<file path="src/rtl/lrk_pkg.sv">
// Shared types, constants and the RK4 step microprogram for the Lorenz integrator.
// Used by lrk_controller, lrk_datapath and lorenz_rk4_integrator_core.
`timescale 1ns / 1ps

package lrk_pkg;

	// Default arithmetic and sequencing sizes
	localparam int WORD_BITS_DEF = 32;
	localparam int FRAC_BITS_DEF = 20;
	localparam int MAX_STEPS_DEF = 63;

	// Port field widths fixed by the interface
	localparam int IO_BITS    = 32;
	localparam int CNT_BITS   = 6;
	localparam int GAIN_BITS  = 31;
	localparam int DT_BITS    = 21;
	localparam int CFG_BITS   = 31;
	localparam int CIDX_BITS  = 2;
	localparam int TDATA_BITS = 104;

	// Configuration register indexes and reset values
	localparam logic [CIDX_BITS-1:0] REG_SIGMA = 2'd0;
	localparam logic [CIDX_BITS-1:0] REG_RHO   = 2'd1;
	localparam logic [CIDX_BITS-1:0] REG_BETA  = 2'd2;
	localparam logic [CIDX_BITS-1:0] REG_DT    = 2'd3;
	localparam logic [GAIN_BITS-1:0] SIGMA_RST = 31'd10485760;
	localparam logic [GAIN_BITS-1:0] RHO_RST   = 31'd29360128;
	localparam logic [GAIN_BITS-1:0] BETA_RST  = 31'd2796203;
	localparam logic [DT_BITS-1:0]   DT_RST    = 21'd10486;

	// Operand / destination addresses: scratch memory below MEM_DEPTH, named registers at MEM_DEPTH and above
	typedef logic [4:0] addr_t;
	localparam int MEM_DEPTH = 17;
	localparam addr_t A_P0 = 5'd0;
	localparam addr_t A_P1 = 5'd1;
	localparam addr_t A_P2 = 5'd2;
	localparam addr_t A_K1X = 5'd3;
	localparam addr_t A_K1Y = 5'd4;
	localparam addr_t A_K1Z = 5'd5;
	localparam addr_t A_K2X = 5'd6;
	localparam addr_t A_K2Y = 5'd7;
	localparam addr_t A_K2Z = 5'd8;
	localparam addr_t A_K3X = 5'd9;
	localparam addr_t A_K3Y = 5'd10;
	localparam addr_t A_K3Z = 5'd11;
	localparam addr_t A_K4X = 5'd12;
	localparam addr_t A_K4Y = 5'd13;
	localparam addr_t A_K4Z = 5'd14;
	localparam addr_t A_T0 = 5'd15;
	localparam addr_t A_T1 = 5'd16;
	localparam addr_t A_X  = 5'd17;
	localparam addr_t A_Y  = 5'd18;
	localparam addr_t A_Z  = 5'd19;
	localparam addr_t A_SG = 5'd20;
	localparam addr_t A_RH = 5'd21;
	localparam addr_t A_BT = 5'd22;
	localparam addr_t A_DT = 5'd23;
	localparam addr_t A_HF = 5'd24;

	typedef enum logic [1:0] {
		OP_ADD  = 2'd0,
		OP_SUB  = 2'd1,
		OP_MUL  = 2'd2,
		OP_DIV6 = 2'd3
	} op_t;

	typedef struct packed {
		op_t   op;
		addr_t dst;
		addr_t src_a;
		addr_t src_b;
	} instr_t;

	localparam int PC_BITS  = 7;
	localparam int PROG_LEN = 74;

	// Controller to datapath commands
	typedef struct packed {
		logic                load_start;
		logic                emit;
		logic                ph_read;
		logic                ph_exec;
		logic                ph_write;
		instr_t              instr;
		logic [CNT_BITS-1:0] point_index;
		logic                last_point;
	} cmd_t;

	// Datapath to controller status
	typedef struct packed {
		logic out_free;
	} status_t;

	function automatic instr_t mk(op_t op, addr_t d, addr_t a, addr_t b);
		instr_t r;
		r.op    = op;
		r.dst   = d;
		r.src_a = a;
		r.src_b = b;
		return r;
	endfunction

	// One RK4 step: four slopes, three probe points, weighted update of x, y, z
	function automatic instr_t prog_at(logic [PC_BITS-1:0] pc);
		instr_t r;
		r = mk(OP_ADD, A_T0, A_T0, A_T0);
		case (pc)
			7'd0:  r = mk(OP_SUB, A_T0,  A_Y,   A_X);
			7'd1:  r = mk(OP_MUL, A_K1X, A_SG,  A_T0);
			7'd2:  r = mk(OP_SUB, A_T0,  A_RH,  A_Z);
			7'd3:  r = mk(OP_MUL, A_T0,  A_X,   A_T0);
			7'd4:  r = mk(OP_SUB, A_K1Y, A_T0,  A_Y);
			7'd5:  r = mk(OP_MUL, A_T0,  A_X,   A_Y);
			7'd6:  r = mk(OP_MUL, A_T1,  A_BT,  A_Z);
			7'd7:  r = mk(OP_SUB, A_K1Z, A_T0,  A_T1);
			7'd8:  r = mk(OP_MUL, A_P0,  A_K1X, A_HF);
			7'd9:  r = mk(OP_ADD, A_P0,  A_X,   A_P0);
			7'd10: r = mk(OP_MUL, A_P1,  A_K1Y, A_HF);
			7'd11: r = mk(OP_ADD, A_P1,  A_Y,   A_P1);
			7'd12: r = mk(OP_MUL, A_P2,  A_K1Z, A_HF);
			7'd13: r = mk(OP_ADD, A_P2,  A_Z,   A_P2);
			7'd14: r = mk(OP_SUB, A_T0,  A_P1,  A_P0);
			7'd15: r = mk(OP_MUL, A_K2X, A_SG,  A_T0);
			7'd16: r = mk(OP_SUB, A_T0,  A_RH,  A_P2);
			7'd17: r = mk(OP_MUL, A_T0,  A_P0,  A_T0);
			7'd18: r = mk(OP_SUB, A_K2Y, A_T0,  A_P1);
			7'd19: r = mk(OP_MUL, A_T0,  A_P0,  A_P1);
			7'd20: r = mk(OP_MUL, A_T1,  A_BT,  A_P2);
			7'd21: r = mk(OP_SUB, A_K2Z, A_T0,  A_T1);
			7'd22: r = mk(OP_MUL, A_P0,  A_K2X, A_HF);
			7'd23: r = mk(OP_ADD, A_P0,  A_X,   A_P0);
			7'd24: r = mk(OP_MUL, A_P1,  A_K2Y, A_HF);
			7'd25: r = mk(OP_ADD, A_P1,  A_Y,   A_P1);
			7'd26: r = mk(OP_MUL, A_P2,  A_K2Z, A_HF);
			7'd27: r = mk(OP_ADD, A_P2,  A_Z,   A_P2);
			7'd28: r = mk(OP_SUB, A_T0,  A_P1,  A_P0);
			7'd29: r = mk(OP_MUL, A_K3X, A_SG,  A_T0);
			7'd30: r = mk(OP_SUB, A_T0,  A_RH,  A_P2);
			7'd31: r = mk(OP_MUL, A_T0,  A_P0,  A_T0);
			7'd32: r = mk(OP_SUB, A_K3Y, A_T0,  A_P1);
			7'd33: r = mk(OP_MUL, A_T0,  A_P0,  A_P1);
			7'd34: r = mk(OP_MUL, A_T1,  A_BT,  A_P2);
			7'd35: r = mk(OP_SUB, A_K3Z, A_T0,  A_T1);
			7'd36: r = mk(OP_MUL, A_P0,  A_K3X, A_DT);
			7'd37: r = mk(OP_ADD, A_P0,  A_X,   A_P0);
			7'd38: r = mk(OP_MUL, A_P1,  A_K3Y, A_DT);
			7'd39: r = mk(OP_ADD, A_P1,  A_Y,   A_P1);
			7'd40: r = mk(OP_MUL, A_P2,  A_K3Z, A_DT);
			7'd41: r = mk(OP_ADD, A_P2,  A_Z,   A_P2);
			7'd42: r = mk(OP_SUB, A_T0,  A_P1,  A_P0);
			7'd43: r = mk(OP_MUL, A_K4X, A_SG,  A_T0);
			7'd44: r = mk(OP_SUB, A_T0,  A_RH,  A_P2);
			7'd45: r = mk(OP_MUL, A_T0,  A_P0,  A_T0);
			7'd46: r = mk(OP_SUB, A_K4Y, A_T0,  A_P1);
			7'd47: r = mk(OP_MUL, A_T0,  A_P0,  A_P1);
			7'd48: r = mk(OP_MUL, A_T1,  A_BT,  A_P2);
			7'd49: r = mk(OP_SUB, A_K4Z, A_T0,  A_T1);
			7'd50: r = mk(OP_ADD, A_T0,  A_K2X, A_K2X);
			7'd51: r = mk(OP_ADD, A_T0,  A_K1X, A_T0);
			7'd52: r = mk(OP_ADD, A_T1,  A_K3X, A_K3X);
			7'd53: r = mk(OP_ADD, A_T0,  A_T0,  A_T1);
			7'd54: r = mk(OP_ADD, A_T0,  A_T0,  A_K4X);
			7'd55: r = mk(OP_MUL, A_T0,  A_T0,  A_DT);
			7'd56: r = mk(OP_DIV6, A_T0, A_T0,  A_T0);
			7'd57: r = mk(OP_ADD, A_X,   A_X,   A_T0);
			7'd58: r = mk(OP_ADD, A_T0,  A_K2Y, A_K2Y);
			7'd59: r = mk(OP_ADD, A_T0,  A_K1Y, A_T0);
			7'd60: r = mk(OP_ADD, A_T1,  A_K3Y, A_K3Y);
			7'd61: r = mk(OP_ADD, A_T0,  A_T0,  A_T1);
			7'd62: r = mk(OP_ADD, A_T0,  A_T0,  A_K4Y);
			7'd63: r = mk(OP_MUL, A_T0,  A_T0,  A_DT);
			7'd64: r = mk(OP_DIV6, A_T0, A_T0,  A_T0);
			7'd65: r = mk(OP_ADD, A_Y,   A_Y,   A_T0);
			7'd66: r = mk(OP_ADD, A_T0,  A_K2Z, A_K2Z);
			7'd67: r = mk(OP_ADD, A_T0,  A_K1Z, A_T0);
			7'd68: r = mk(OP_ADD, A_T1,  A_K3Z, A_K3Z);
			7'd69: r = mk(OP_ADD, A_T0,  A_T0,  A_T1);
			7'd70: r = mk(OP_ADD, A_T0,  A_T0,  A_K4Z);
			7'd71: r = mk(OP_MUL, A_T0,  A_T0,  A_DT);
			7'd72: r = mk(OP_DIV6, A_T0, A_T0,  A_T0);
			7'd73: r = mk(OP_ADD, A_Z,   A_Z,   A_T0);
			default: r = mk(OP_ADD, A_T0, A_T0, A_T0);
		endcase
		return r;
	endfunction

endpackage

</file>
<file path="src/rtl/lorenz_rk4_integrator_core.sv">
// Lorenz attractor RK4 integrator top level: ports, controller and datapath.
// Depends on lrk_pkg, lrk_controller and lrk_datapath.
`timescale 1ns / 1ps
//
// Usage:
//  - Input stream (s_tvalid/s_tready/s_tdata) carries one start point and a step
//    count n per transaction. The block emits the start point, then the point after
//    each of n RK4 steps (n clamped to MAX_STEPS) on the output stream; m_tlast marks
//    the final point of the item.
//  - Configuration channel (cfg_valid/cfg_ready, cfg_index, cfg_data) writes sigma,
//    rho, beta and dt; always ready, write only while idle.
//  - One RK4 step runs 74 microinstructions, each as a read, an execute and a write-back
//    phase, on one shared saturating ALU and multiplier.
//  - s_tready is high only while no item is in progress; the output register lets
//    the next item be taken while the last point still waits.
//  - When the receiver stalls, the sequencer holds before each emit until the output
//    register frees; nothing is dropped.
//  - Reset clears control state and restores the configuration defaults.
//
module lorenz_rk4_integrator_core #(
	parameter int WORD_BITS = lrk_pkg::WORD_BITS_DEF,
	parameter int FRAC_BITS = lrk_pkg::FRAC_BITS_DEF,
	parameter int MAX_STEPS = lrk_pkg::MAX_STEPS_DEF
) (
	input  logic                            clk,
	input  logic                            arst_n,
	input  logic                            s_tvalid,
	output logic                            s_tready,
	// start_x[31:0], start_y[63:32], start_z[95:64], step_count[101:96], zero fill
	input  logic [lrk_pkg::TDATA_BITS-1:0]  s_tdata,
	output logic                            m_tvalid,
	input  logic                            m_tready,
	// point_x[31:0], point_y[63:32], point_z[95:64], point_index[101:96], zero fill
	output logic [lrk_pkg::TDATA_BITS-1:0]  m_tdata,
	output logic                            m_tlast,
	input  logic                            cfg_valid,
	output logic                            cfg_ready,
	input  logic [lrk_pkg::CIDX_BITS-1:0]   cfg_index,
	input  logic [lrk_pkg::CFG_BITS-1:0]    cfg_data
);
	import lrk_pkg::*;

	cmd_t    cmd;
	status_t status;

	assign cfg_ready = 1'b1;

	lrk_controller #(
		.MAX_STEPS (MAX_STEPS)
	) u_ctrl (
		.clk        (clk),
		.arst_n     (arst_n),
		.s_tvalid   (s_tvalid),
		.s_tready   (s_tready),
		.step_count (s_tdata[101:96]),
		.status     (status),
		.cmd        (cmd)
	);

	lrk_datapath #(
		.WORD_BITS (WORD_BITS),
		.FRAC_BITS (FRAC_BITS)
	) u_dp (
		.clk       (clk),
		.arst_n    (arst_n),
		.cfg_we    (cfg_valid && cfg_ready),
		.cfg_index (cfg_index),
		.cfg_data  (cfg_data),
		.start_x   (s_tdata[31:0]),
		.start_y   (s_tdata[63:32]),
		.start_z   (s_tdata[95:64]),
		.cmd       (cmd),
		.status    (status),
		.m_tvalid  (m_tvalid),
		.m_tready  (m_tready),
		.m_tdata   (m_tdata),
		.m_tlast   (m_tlast)
	);

	// Block turns busy after taking an item
	a_busy_after_accept: assert property (@(posedge clk) disable iff (!arst_n)
		s_tvalid && s_tready |=> !s_tready)
		else $error("input taken while an item is in progress");

	// Emit only into a free output register
	a_emit_free: assert property (@(posedge clk) disable iff (!arst_n)
		cmd.emit |-> (!m_tvalid || m_tready))
		else $error("output overwritten before taken");

	// Write back always follows execute
	a_phase_order: assert property (@(posedge clk) disable iff (!arst_n)
		cmd.ph_write |-> $past(cmd.ph_exec))
		else $error("write back without execute");

endmodule

</file>
<file path="src/rtl/lrk_controller.sv">
// Sequencer for the Lorenz integrator: takes items, emits points, steps the RK4 microprogram.
// Depends on lrk_pkg for the command/status structs and the microprogram table.
`timescale 1ns / 1ps

module lrk_controller #(
	parameter int MAX_STEPS = lrk_pkg::MAX_STEPS_DEF
) (
	input  logic                          clk,
	input  logic                          arst_n,
	input  logic                          s_tvalid,
	output logic                          s_tready,
	input  logic [lrk_pkg::CNT_BITS-1:0]  step_count,
	input  lrk_pkg::status_t              status,
	output lrk_pkg::cmd_t                 cmd
);
	import lrk_pkg::*;

	localparam logic [CNT_BITS-1:0] MAX_CNT = CNT_BITS'(MAX_STEPS);
	localparam logic [PC_BITS-1:0]  LAST_PC = PC_BITS'(PROG_LEN - 1);

	typedef enum logic [2:0] {
		ST_IDLE = 3'b001,
		ST_EMIT = 3'b010,
		ST_RUN  = 3'b100
	} state_t;

	state_t               state_q;
	logic [CNT_BITS-1:0]  left_q;
	logic [CNT_BITS-1:0]  idx_q;
	logic [PC_BITS-1:0]   pc_q;
	logic [1:0]           ph_q;
	logic                 accept;
	logic                 emit;

	assign s_tready = (state_q == ST_IDLE);
	assign accept   = s_tvalid && s_tready;
	assign emit     = (state_q == ST_EMIT) && status.out_free;

	// Drive datapath commands
	always_comb begin
		cmd             = '0;
		cmd.load_start  = accept;
		cmd.emit        = emit;
		cmd.ph_read     = (state_q == ST_RUN) && (ph_q == 2'd0);
		cmd.ph_exec     = (state_q == ST_RUN) && (ph_q == 2'd1);
		cmd.ph_write    = (state_q == ST_RUN) && (ph_q == 2'd2);
		cmd.instr       = prog_at(pc_q);
		cmd.point_index = idx_q;
		cmd.last_point  = (left_q == '0);
	end

	// Advance the sequencer
	always_ff @(posedge clk or negedge arst_n) begin
		if (!arst_n) begin
			state_q <= ST_IDLE;
			left_q  <= '0;
			idx_q   <= '0;
			pc_q    <= '0;
			ph_q    <= '0;
		end else begin
			unique case (state_q)
				ST_IDLE: begin
					if (accept) begin
						left_q  <= (step_count > MAX_CNT) ? MAX_CNT : step_count;
						idx_q   <= '0;
						state_q <= ST_EMIT;
					end
				end
				ST_EMIT: begin
					if (emit) begin
						pc_q    <= '0;
						ph_q    <= '0;
						state_q <= (left_q == '0) ? ST_IDLE : ST_RUN;
					end
				end
				ST_RUN: begin
					if (ph_q == 2'd2) begin
						ph_q <= '0;
						if (pc_q == LAST_PC) begin
							left_q  <= left_q - 1'b1;
							idx_q   <= idx_q + 1'b1;
							state_q <= ST_EMIT;
						end else begin
							pc_q <= pc_q + 1'b1;
						end
					end else begin
						ph_q <= ph_q + 1'b1;
					end
				end
				default: state_q <= ST_IDLE;
			endcase
		end
	end

endmodule

</file>
<file path="src/rtl/lrk_datapath.sv">
// Datapath of the Lorenz integrator: config registers, point and scratch storage,
// one shared saturating ALU / multiplier, output register. Depends on lrk_pkg.
`timescale 1ns / 1ps

module lrk_datapath #(
	parameter int WORD_BITS = lrk_pkg::WORD_BITS_DEF,
	parameter int FRAC_BITS = lrk_pkg::FRAC_BITS_DEF
) (
	input  logic                            clk,
	input  logic                            arst_n,
	input  logic                            cfg_we,
	input  logic [lrk_pkg::CIDX_BITS-1:0]   cfg_index,
	input  logic [lrk_pkg::CFG_BITS-1:0]    cfg_data,
	input  logic [lrk_pkg::IO_BITS-1:0]     start_x,
	input  logic [lrk_pkg::IO_BITS-1:0]     start_y,
	input  logic [lrk_pkg::IO_BITS-1:0]     start_z,
	input  lrk_pkg::cmd_t                   cmd,
	output lrk_pkg::status_t                status,
	output logic                            m_tvalid,
	input  logic                            m_tready,
	output logic [lrk_pkg::TDATA_BITS-1:0]  m_tdata,
	output logic                            m_tlast
);
	import lrk_pkg::*;

	localparam int W = WORD_BITS;
	localparam int F = FRAC_BITS;
	localparam logic [63:0]  SMAX64 = (64'd1 << (W - 1)) - 64'd1;
	localparam logic [W-1:0] SMAX   = {1'b0, {(W-1){1'b1}}};
	localparam logic [W-1:0] SMIN   = {1'b1, {(W-1){1'b0}}};
	localparam logic [W+2:0] RECIP_FULL = ({{(W+2){1'b0}}, 1'b1} << (W + 2)) / 6;
	localparam logic [W-1:0] RECIP  = RECIP_FULL[W-1:0];
	localparam logic [2*W:0] RND    = {{(2*W){1'b0}}, 1'b1} << (F - 1);

	logic [GAIN_BITS-1:0] sigma_q, rho_q, beta_q;
	logic [DT_BITS-1:0]   dt_q;
	logic [W-1:0]         x_q, y_q, z_q;
	logic [W-1:0]         mem [MEM_DEPTH];
	logic [W-1:0]         ra_q, rb_q, na_q, nb_q;
	logic                 sel_a_q, sel_b_q;
	logic [W-1:0]         sg, rh, bt, dt, hf;
	logic [W-1:0]         opa, opb;
	logic [W-1:0]         res_q;
	logic [2*W-1:0]       prod_q;
	logic [W-1:0]         m_q;
	logic                 neg_q;
	logic [W-1:0]         wval;
	logic                 out_v_q;
	logic [TDATA_BITS-1:0] out_d_q;
	logic                 out_l_q;

	// Clamp an unsigned register value to the signed word
	function automatic logic [W-1:0] reg_clamp(logic [GAIN_BITS-1:0] r);
		logic [63:0] v;
		v = {{(64-GAIN_BITS){1'b0}}, r};
		return (v > SMAX64) ? SMAX : v[W-1:0];
	endfunction

	// Fit a 32-bit signed input to the word
	function automatic logic [W-1:0] in_clamp(logic [IO_BITS-1:0] s);
		logic signed [63:0] v;
		v = 64'(signed'(s));
		if (v > signed'(SMAX64)) return SMAX;
		if (v < -signed'(SMAX64) - 64'sd1) return SMIN;
		return v[W-1:0];
	endfunction

	// Fit the word to a 32-bit signed output
	function automatic logic [IO_BITS-1:0] out_clamp(logic [W-1:0] s);
		logic signed [64:0] v;
		v = 65'(signed'(s));
		if (v > 65'sd2147483647) return 32'h7fffffff;
		if (v < -65'sd2147483648) return 32'h80000000;
		return v[IO_BITS-1:0];
	endfunction

	function automatic logic [W-1:0] mag(logic [W-1:0] a);
		return a[W-1] ? (~a + 1'b1) : a;
	endfunction

	// Hold configuration registers
	always_ff @(posedge clk or negedge arst_n) begin
		if (!arst_n) begin
			sigma_q <= SIGMA_RST;
			rho_q   <= RHO_RST;
			beta_q  <= BETA_RST;
			dt_q    <= DT_RST;
		end else if (cfg_we) begin
			unique case (cfg_index)
				REG_SIGMA: sigma_q <= cfg_data;
				REG_RHO:   rho_q   <= cfg_data;
				REG_BETA:  beta_q  <= cfg_data;
				REG_DT:    dt_q    <= cfg_data[DT_BITS-1:0];
				default:   sigma_q <= sigma_q;
			endcase
		end
	end

	assign sg = reg_clamp(sigma_q);
	assign rh = reg_clamp(rho_q);
	assign bt = reg_clamp(beta_q);
	assign dt = reg_clamp({{(GAIN_BITS-DT_BITS){1'b0}}, dt_q});
	assign hf = W'(({1'b0, dt} + 1'b1) >> 1);

	function automatic logic [W-1:0] named(addr_t a);
		logic [W-1:0] r;
		case (a)
			A_X:     r = x_q;
			A_Y:     r = y_q;
			A_Z:     r = z_q;
			A_SG:    r = sg;
			A_RH:    r = rh;
			A_BT:    r = bt;
			A_DT:    r = dt;
			A_HF:    r = hf;
			default: r = '0;
		endcase
		return r;
	endfunction

	// Read operands from scratch memory and named registers
	always_ff @(posedge clk) begin
		if (cmd.ph_read) begin
			ra_q    <= mem[cmd.instr.src_a];
			rb_q    <= mem[cmd.instr.src_b];
			na_q    <= named(cmd.instr.src_a);
			nb_q    <= named(cmd.instr.src_b);
			sel_a_q <= (cmd.instr.src_a >= addr_t'(MEM_DEPTH));
			sel_b_q <= (cmd.instr.src_b >= addr_t'(MEM_DEPTH));
		end
	end

	assign opa = sel_a_q ? na_q : ra_q;
	assign opb = sel_b_q ? nb_q : rb_q;

	// Execute: saturating add/sub, or one shared multiply for multiply and divide by six
	always_ff @(posedge clk) begin
		logic [W:0]   s;
		logic [W-1:0] mx, my;
		if (cmd.ph_exec) begin
			s  = '0;
			mx = mag(opa);
			my = mag(opb);
			case (cmd.instr.op)
				OP_ADD: s = {opa[W-1], opa} + {opb[W-1], opb};
				OP_SUB: s = {opa[W-1], opa} - {opb[W-1], opb};
				OP_DIV6: begin
					mx = mag(opa) + W'(3);
					my = RECIP;
				end
				default: s = '0;
			endcase
			res_q  <= (s[W] != s[W-1]) ? (s[W] ? SMIN : SMAX) : s[W-1:0];
			prod_q <= mx * my;
			m_q    <= mx;
			neg_q  <= (cmd.instr.op == OP_DIV6) ? opa[W-1] : (opa[W-1] ^ opb[W-1]);
		end
	end

	// Round and saturate the product, finish the divide by six, or pass the add/sub result
	always_comb begin
		logic [2*W:0] q;
		logic [W-1:0] q0, r, qd;
		q  = ({1'b0, prod_q} + RND) >> F;
		q0 = W'(prod_q >> (W + 2));
		r  = m_q - ((q0 << 2) + (q0 << 1));
		qd = q0 + W'(r >= W'(6));
		wval = res_q;
		case (cmd.instr.op)
			OP_MUL: begin
				if (!neg_q) wval = (q > (2*W+1)'(SMAX)) ? SMAX : q[W-1:0];
				else wval = (q >= (2*W+1)'(SMIN)) ? SMIN : (~q[W-1:0] + 1'b1);
			end
			OP_DIV6: wval = neg_q ? (~qd + 1'b1) : qd;
			default: wval = res_q;
		endcase
	end

	// Write back the result, load the start point
	always_ff @(posedge clk) begin
		if (cmd.load_start) begin
			x_q <= in_clamp(start_x);
			y_q <= in_clamp(start_y);
			z_q <= in_clamp(start_z);
		end else if (cmd.ph_write) begin
			if (cmd.instr.dst == A_X) x_q <= wval;
			if (cmd.instr.dst == A_Y) y_q <= wval;
			if (cmd.instr.dst == A_Z) z_q <= wval;
		end
	end

	always_ff @(posedge clk) begin
		if (cmd.ph_write && (cmd.instr.dst < addr_t'(MEM_DEPTH)))
			mem[cmd.instr.dst] <= wval;
	end

	// Hold the output transaction until taken
	always_ff @(posedge clk or negedge arst_n) begin
		if (!arst_n) begin
			out_v_q <= 1'b0;
		end else if (cmd.emit) begin
			out_v_q <= 1'b1;
		end else if (m_tready) begin
			out_v_q <= 1'b0;
		end
	end

	always_ff @(posedge clk) begin
		if (cmd.emit) begin
			out_d_q <= {2'b00, cmd.point_index, out_clamp(z_q), out_clamp(y_q), out_clamp(x_q)};
			out_l_q <= cmd.last_point;
		end
	end

	assign status.out_free = !out_v_q || m_tready;
	assign m_tvalid = out_v_q;
	assign m_tdata  = out_d_q;
	assign m_tlast  = out_l_q;

endmodule
</file>
<file path="config.mk">
export PLATFORM = sky130hd
export DESIGN_NAME = lorenz_rk4_integrator_core
export DESIGN_NICKNAME = d
export VERILOG_FILES = /design/src/rtl/lrk_pkg.sv /design/src/rtl/lorenz_rk4_integrator_core.sv /design/src/rtl/lrk_controller.sv /design/src/rtl/lrk_datapath.sv
export SDC_FILE = /design/constraint.sdc
export NUM_CORES = 2
export LEC_CHECK = 0
export BUFFER_PORTS_ARGS = -buffer_cell sky130_fd_sc_hd__buf_2
export CORE_MARGIN = 4
export CORE_UTILIZATION = 60
export DETAILED_ROUTE_END_ITERATION = 10
export PLACE_DENSITY = 0.85
export SLEW_MARGIN = 5
export SYNTH_ARGS = -nofsm -noshare
export SYNTH_HDL_FRONTEND = slang
export SYNTH_SLANG_ARGS = --single-unit
</file>
<file path="constraint.sdc">
create_clock -name clk -period 14.2 [get_ports clk]
set_input_delay 2.84 -clock clk [delete_from_list [all_inputs] [get_ports clk]]
set_output_delay 2.84 -clock clk [all_outputs]
set_load 0.1 [all_outputs]
</file>
==> After elaboration in Yosys (flattened, before gate mapping) <==
Memories as Yosys holds them, arrays and structs flattened. A register that Yosys moved wholly into a read port is not among the register bits.
Cells that the tools add are included.
{ "word_totals": {"ff_bits": 533, "mem_bits_rw": 544, "mem_bits_ro": 2176, "input_bits": 142, "elab_cells": 242, "memories": 2} }
{ "op_classes": {"addsub": 16, "multipliers": 1, "magnitude_cmp": 19, "eq_ne": 37, "n_mux": 109, "bitwise_logic": 5, "reduce_logical": 30} }
{ "memory_table": {"columns": ["name", "words", "width", "rd", "rd_clocked_by_memory_dff", "wr", "line_no", "rtl"], "rows": [
  ["(name not given)", 128, 17, 1, 0, 0, "lrk_pkg.sv:107", "case (pc)"],
  ["u_dp.mem", 17, 32, 2, 2, 1, "lrk_datapath.sv:38", "logic [W-1:0] mem [MEM_DEPTH];"]
]} }
{ "ops": {"columns": ["operator", "count"], "rows": [
  ["32-bit 2-to-1 mux", 47],
  ["32-bit one-hot mux with 8 select lines", 2],
  ["32-bit greater-than comparator (second input constant)", 6],
  ["32-bit < comparator (second input constant)", 6],
  ["32-bit by 1-bit adder with 32-bit output (second input constant)", 4],
  ["32-bit inverter", 4],
  ["5-bit equality test (second input constant)", 19],
  ["33-bit one-hot mux with 2 select lines", 1],
  ["64-bit by 20-bit adder with 65-bit output (second input constant)", 1],
  ["32-bit by 32-bit multiplier with 64-bit output", 1],
  ["32-bit one-hot mux with 2 select lines", 1],
  ["45-bit by 32-bit greater-or-equal comparator with 1-bit output (second input constant)", 1],
  ["45-bit by 31-bit greater-than comparator with 1-bit output (second input constant)", 1],
  ["6-bit 2-to-1 mux", 7],
  ["1-bit 2-to-1 mux", 35],
  ["32-bit by 32-bit adder with 33-bit output", 1],
  ["33-bit 2-to-1 mux", 1],
  ["32-bit by 32-bit subtractor with 33-bit output", 1],
  ["32-bit by 2-bit adder with 32-bit output (second input constant)", 1],
  ["32-bit by 31-bit adder with 32-bit output", 1],
  ["32-bit by 3-bit greater-or-equal comparator with 1-bit output (second input constant)", 1],
  ["32-bit subtractor", 1],
  ["30-bit by 1-bit adder with 31-bit output", 1],
  ["6-bit one-hot mux with 2 select lines", 2],
  ["other kinds (32)", 71]
]} }

==> Logic depth before layout (Yosys ltp) <==
{ "logic_depth": {"word_depth": 11, "mapped_depth": 50, "ltp_nobuf": 45} }

==> Hierarchy <==
Synthesis repeated with hierarchy kept, for this count alone.
{ "unflattened": {"cells_unflattened": 8411, "hier_area_um2": 93856.3} }
{ "by_module_without_submodules": {"columns": ["module", "n_inst", "cells_per_inst", "area_per_inst_um2"], "rows": [
  ["lrk_datapath", 1, 7962, 90653.2],
  ["lrk_controller", 1, 447, 3191.8],
  ["lorenz_rk4_integrator_core", 1, 2, 11.3]
]} }

==> Worst setup path before layout <==
OpenSTA, ideal clock, no wires.
{ "synth_timing": {"kind": "reg2reg", "start": "reg u_dp.sel_b_q", "end": "reg u_dp.prod_q[63] (data pin)", "setup_time_ns": 0.260, "t_arrival_ns": 11.385, "t_required_ns": 13.940, "slack_ns": 2.555, "stages_incl_launch_ff": 46, "n_path_buf": 10, "period_less_slack_ns": 11.645, "cell_sequence": "edfxtp_1 > buf_4 > buf_4 > buf_2 > buf_2 > buf_2 > buf_1 > buf_2 > mux2i_1 > ha_1 > o21ai_0 > or2_1 > nor4b_1 > nand2_1 > nor2_1 > a21oi_1 > xnor2_1 > and2_1 > [... 10 more ...] > fa_1 > fa_1 > fa_1 > fa_1 > ha_1 > clkbuf_1 > a21o_1 > a21oi_1 > o221ai_1 > a21o_1 > nand2_1 > nand3_1 > a211oi_1 > nor3_1 > o31a_1 > o21a_1 > nor2_1 > xnor2_1"} }
{ "synth_between": {"elab_chain_len": 7} }
{ "synth_lines": {"columns": ["element", "line_no", "rtl"], "rows": [
  ["from (decl)", "lrk_datapath.sv:40", "logic sel_a_q, sel_b_q;"],
  ["from (signal assigned)", "lrk_datapath.sv:129", "sel_b_q <= (cmd.instr.src_b >= addr_t'(MEM_DEPTH));"],
  ["32-bit 2-to-1 mux *", "lrk_datapath.sv:134", "assign opb = sel_b_q ? nb_q : rb_q;"],
  ["32-bit inverter", "lrk_datapath.sv:78", "return a[W-1] ? (~a + 1'b1) : a;"],
  ["32-bit by 1-bit adder with 32-bit output", "lrk_datapath.sv:78", null],
  ["32-bit 2-to-1 mux *", "lrk_datapath.sv:78", null],
  ["32-bit 2-to-1 mux *", "lrk_datapath.sv:144", "case (cmd.instr.op)"],
  ["32-bit 2-to-1 mux *", "lrk_datapath.sv:140", "if (cmd.ph_exec) begin"],
  ["32-bit by 32-bit multiplier with 64-bit output *", "lrk_datapath.sv:154", "prod_q <= mx * my;"],
  ["to (signal assigned)", "lrk_datapath.sv:154", null],
  ["to (decl)", "lrk_datapath.sv:44", "logic [2*W-1:0] prod_q;"]
]} }
Every way passes the cells marked *; elsewhere a longest branch is shown, timed or not. The select of a mux whose other input is x is not followed.
A chain may end at the register's enable or synchronous reset.

==> Worst setup path in the final report <==
{ "layout_timing": {"start": "reg u_dp.sel_a_q", "end": "reg u_dp.prod_q[63] (data pin)"} }
{ "layout_between": {"elab_chain_len": 8} }
{ "layout_lines": {"columns": ["element", "line_no", "rtl"], "rows": [
  ["from (decl)", "lrk_datapath.sv:40", null],
  ["from (signal assigned)", "lrk_datapath.sv:128", "sel_a_q <= (cmd.instr.src_a >= addr_t'(MEM_DEPTH));"],
  ["32-bit 2-to-1 mux *", "lrk_datapath.sv:133", "assign opa = sel_a_q ? na_q : ra_q;"],
  ["32-bit inverter", "lrk_datapath.sv:78", null],
  ["32-bit by 1-bit adder with 32-bit output", "lrk_datapath.sv:78", null],
  ["32-bit 2-to-1 mux *", "lrk_datapath.sv:78", null],
  ["32-bit by 2-bit adder with 32-bit output", "lrk_datapath.sv:148", "mx = mag(opa) + W'(3);"],
  ["32-bit 2-to-1 mux *", "lrk_datapath.sv:144", null],
  ["32-bit 2-to-1 mux *", "lrk_datapath.sv:140", null],
  ["32-bit by 32-bit multiplier with 64-bit output *", "lrk_datapath.sv:154", null]
]} }
Marked as above.

==> impl_metrics.tcl <==
set metrics [dict create \
    regArea_sq_um 33000 \
    synthArstFlopShare_pct 12.4 \
    arrival_ns 14.02 \
    synth-simple-area-share_pct 13.5 \
    yosys_most_used_dff "edfxtp_1" \
    synth_fa_ha_area_share_pct 24.4 \
    ff2ff_path_depth 40 \
    setup_viol_count_final 0 \
    drc 0 \
    met2_length_um 140000 \
    die-area_sq_um 166000 \
    die_w_um 407 \
    cp-end-kind "register" \
    timing.final.crit_share_pct 95.3 \
    io_buffers 244 \
    worst_hold_path.endpoint "u_dp.m_tdata[63]" \
    synth_top_family_by_area "adder cells" \
    yosysSeqAreaShare_pct 34.6 \
    synthMuxAreaShare_pct 6.86 \
    fin_worst_skew_ns 0.0871 \
    coreArea_sq_um 158000 \
    ctsResizeCount 0 \
    dr.pass1.iters 10 \
    tightest_slew_ns 1.28 \
    routed_via_density 6.80 \
    final_layout_size_suffix_gt1_share_pct 11.0 \
    ys_seq_elements 1122 \
    initial_core_util_pct 60.3 \
    holdBufCountCts 0 \
    cts_setup_buffers 0 \
    routed_wl_um 327000 \
    final_common_cell "nand2_1" \
    cts.sinks 1122 \
    rsz0062_at_grt "no" \
    hold_viol 0 \
    slew_headroom_pct 14.8 \
    critPathLaunch "u_dp.sel_a_q" \
    reg2reg_slack_ns 0.66 \
    hp-start "u_dp.y_q[31]" \
    crit_fanout 47 \
    syn-instance-count 9449 \
    maxCapViolCount 0 \
    worstSetupPathType "reg -> reg" \
    start_kind "register" \
    clk_pin_slew_worst_paths_ns 0.07 \
    synth_xor_area_share_pct 3.16 \
    insertion_delay_ns 0.79 \
    track_usage_pct 39.0 \
    reg2reg_from "u_dp.sel_a_q" \
    maxSlewViolCount 0 \
    grt_pass1_wl_um 482000 \
    hold_depth 0 \
    ant_nets 0 \
    cpMaxStageDelayCell "buf_4" \
    cp_common_cell "fa_1" \
    synth-compound-area-share_pct 10.3 \
    antenna_found_initial 19 \
    io_pins 250 \
    numCtsBuffers 111 \
    hpwlAfterDp_um 229000 \
    layout_common_cells "1303 x nand2_1, 1112 x inv_1, 983 x edfxtp_1" \
    n_fill_cell 11400 \
    status "finished, final reports clean" \
    cts_tree "done" \
    num_vias 78600 \
    wl_per_cell_um 28.2 \
    fin_crit_ns 13.54 \
    fin_setup_tns_ns 0 \
    syn_area_sq_um 95500 \
    crit_required_ns 14.68 \
    rows 146 \
    drt-met1-wl_um 104000 \
    multi_input_area_sq_um 56200 \
    syn2layout_area_growth_pct 7.71 \
    cpPeakStageDelay_ns 0.66 \
    synth-warning-count 0 \
    htreeDepth 3 \
    synth.avg_cell_area_sq_um 10.1 \
    overflow 0 \
    max_freq_mhz 73.9 \
    hold_path.class "reg -> reg" \
    die_h_um 407 \
    synthDistinctLibCells 115 \
    clockBufferDepth 3 \
    topRoutingLayerUsed "met5" \
    route.met3.wl_um 50600 \
    timing.rr.end "u_dp.prod_q[63]" \
    drt-initial-drc-count 12500 \
    nNetsFinal 10800 \
    gp_congestion 1.09 \
    ctsRootBufferMaster "clkbuf_16" \
    grt_start_max_net_pins 141 \
    synth_edf_count 983 \
    grt_pass1_vias 79500 \
]
-- sequential cells by signal (all words and copies together), names as in the netlist, 32 cells and up --
name and count:
u_dp.z_q 32, u_dp.nb_q 32, u_dp.m_q 32, u_dp.m_tdata 102, u_dp.rb_q 32, u_dp.ra_q 32, u_dp.res_q 32, u_dp.na_q 32
u_dp.x_q 32, u_dp.y_q 32, u_dp.mem 544, u_dp.prod_q 45
-- worst max-delay path: cells and delay by family (launching register included) --
| kind | cells | cell delay [ns] |
|---|---|---|
| adders and majority gates | 11 | 5.09 |
| AOI/OAI and AO/OA | 8 | 2.58 |
| and+or+nand+nor | 10 | 2.34 |
| buffers and inverters | 7 | 2.08 |
| xor gates and xnor gates | 2 | 0.41 |
| DFF | 1 | 0.39 |
| muxes | 2 | 0.30 |
-- stage by stage --
step / cells / setup WS [ns] / utilization (%) / cell area, sq um / hold slack, ns
after global placement: 11300 / 1.47 / 62.5 / 98900 / 0.453
after CTS: 11500 / 1.12 / 64.9 / 103000 / 0.482
after floorplan: 9450 / 2.55 / - / 95500 / 0.444
after detailed placement: 11300 / 1.20 / 62.5 / 98900 / 0.467
final: 11600 / 0.661 / 65.0 / 103000 / 0.489
after global routing: 11500 / 0.436 / 64.9 / 103000 / 0.495
-- routing by layer --
layer	track usage [%]	up-vias
met2	57.7	7050
met5	0	-
met3	13.7	2010
li1	-	31900
met1	47.0	37700
met4	29.5	4
-- kinds of logic (layout without fill, tap and decap cells) --
logic type	Yosys count	in the layout
flops	1122	1122
compound gates	1444	1444
mux	548	548
other cells	2	19
fa+ha+maj	1309	1309
xor+xnor	338	338
simple gates	2916	2916
buf+inv	1770	1791
-- how the worst max path moves through the flow --
stage                      end  slack (ns)
3_3_place_gp   u_dp.prod_q[63]        1.47
3_5_place_dp   u_dp.prod_q[63]        1.20
2_1_floorplan  u_dp.prod_q[63]        2.55
5_1_grt        u_dp.prod_q[63]        0.44
4_1_cts        u_dp.prod_q[63]        1.12
6_report       u_dp.prod_q[63]        0.66
-- final cells by class --
cell class / count / area share, %
Antenna cell: 16 / 0.0389
Timing Repair Buffer: 452 / 2.75
Tap cell: 2072 / 2.52
Sequential cell: 1122 / 32.1
Inverter: 1129 / 4.12
Multi-Input combinational cell: 6558 / 54.7
Clock inverter: 70 / 0.883
Clock buffer: 140 / 2.92
-- synth_stat cells, types with 33 or more instances --
cell	number	area share (%)
ha_1	384	5.0
a22oi_1	159	1.2
a211oi_1	112	0.88
mux2_2	160	1.9
nor3_1	103	0.54
nor2_1	796	3.1
buf_2	105	0.55
a221oi_1	43	0.39
nand3_1	153	0.80
edfxtp_1	983	31
xor2_1	90	0.83
fa_1	925	19
buf_1	39	0.15
and3_1	114	0.75
o311ai_0	38	0.35
nor4_1	41	0.27
a21oi_1	298	1.6
a311oi_1	103	0.94
a21o_1	108	0.85
a31oi_1	66	0.43
nand2b_1	33	0.22
nand4_1	79	0.52
clkbuf_1	477	1.9
mux4_2	66	1.6
xnor2_1	240	2.2
o21a_1	34	0.27
o21ai_0	255	1.3
dfrtp_1	113	3.0
and2_1	135	0.88
nand2_1	1307	5.1
inv_1	1113	4.4
mux2i_1	316	3.3
Power is not shown: default switching activity piles up to over one toggle a cycle in this logic, so the estimate is an artifact.
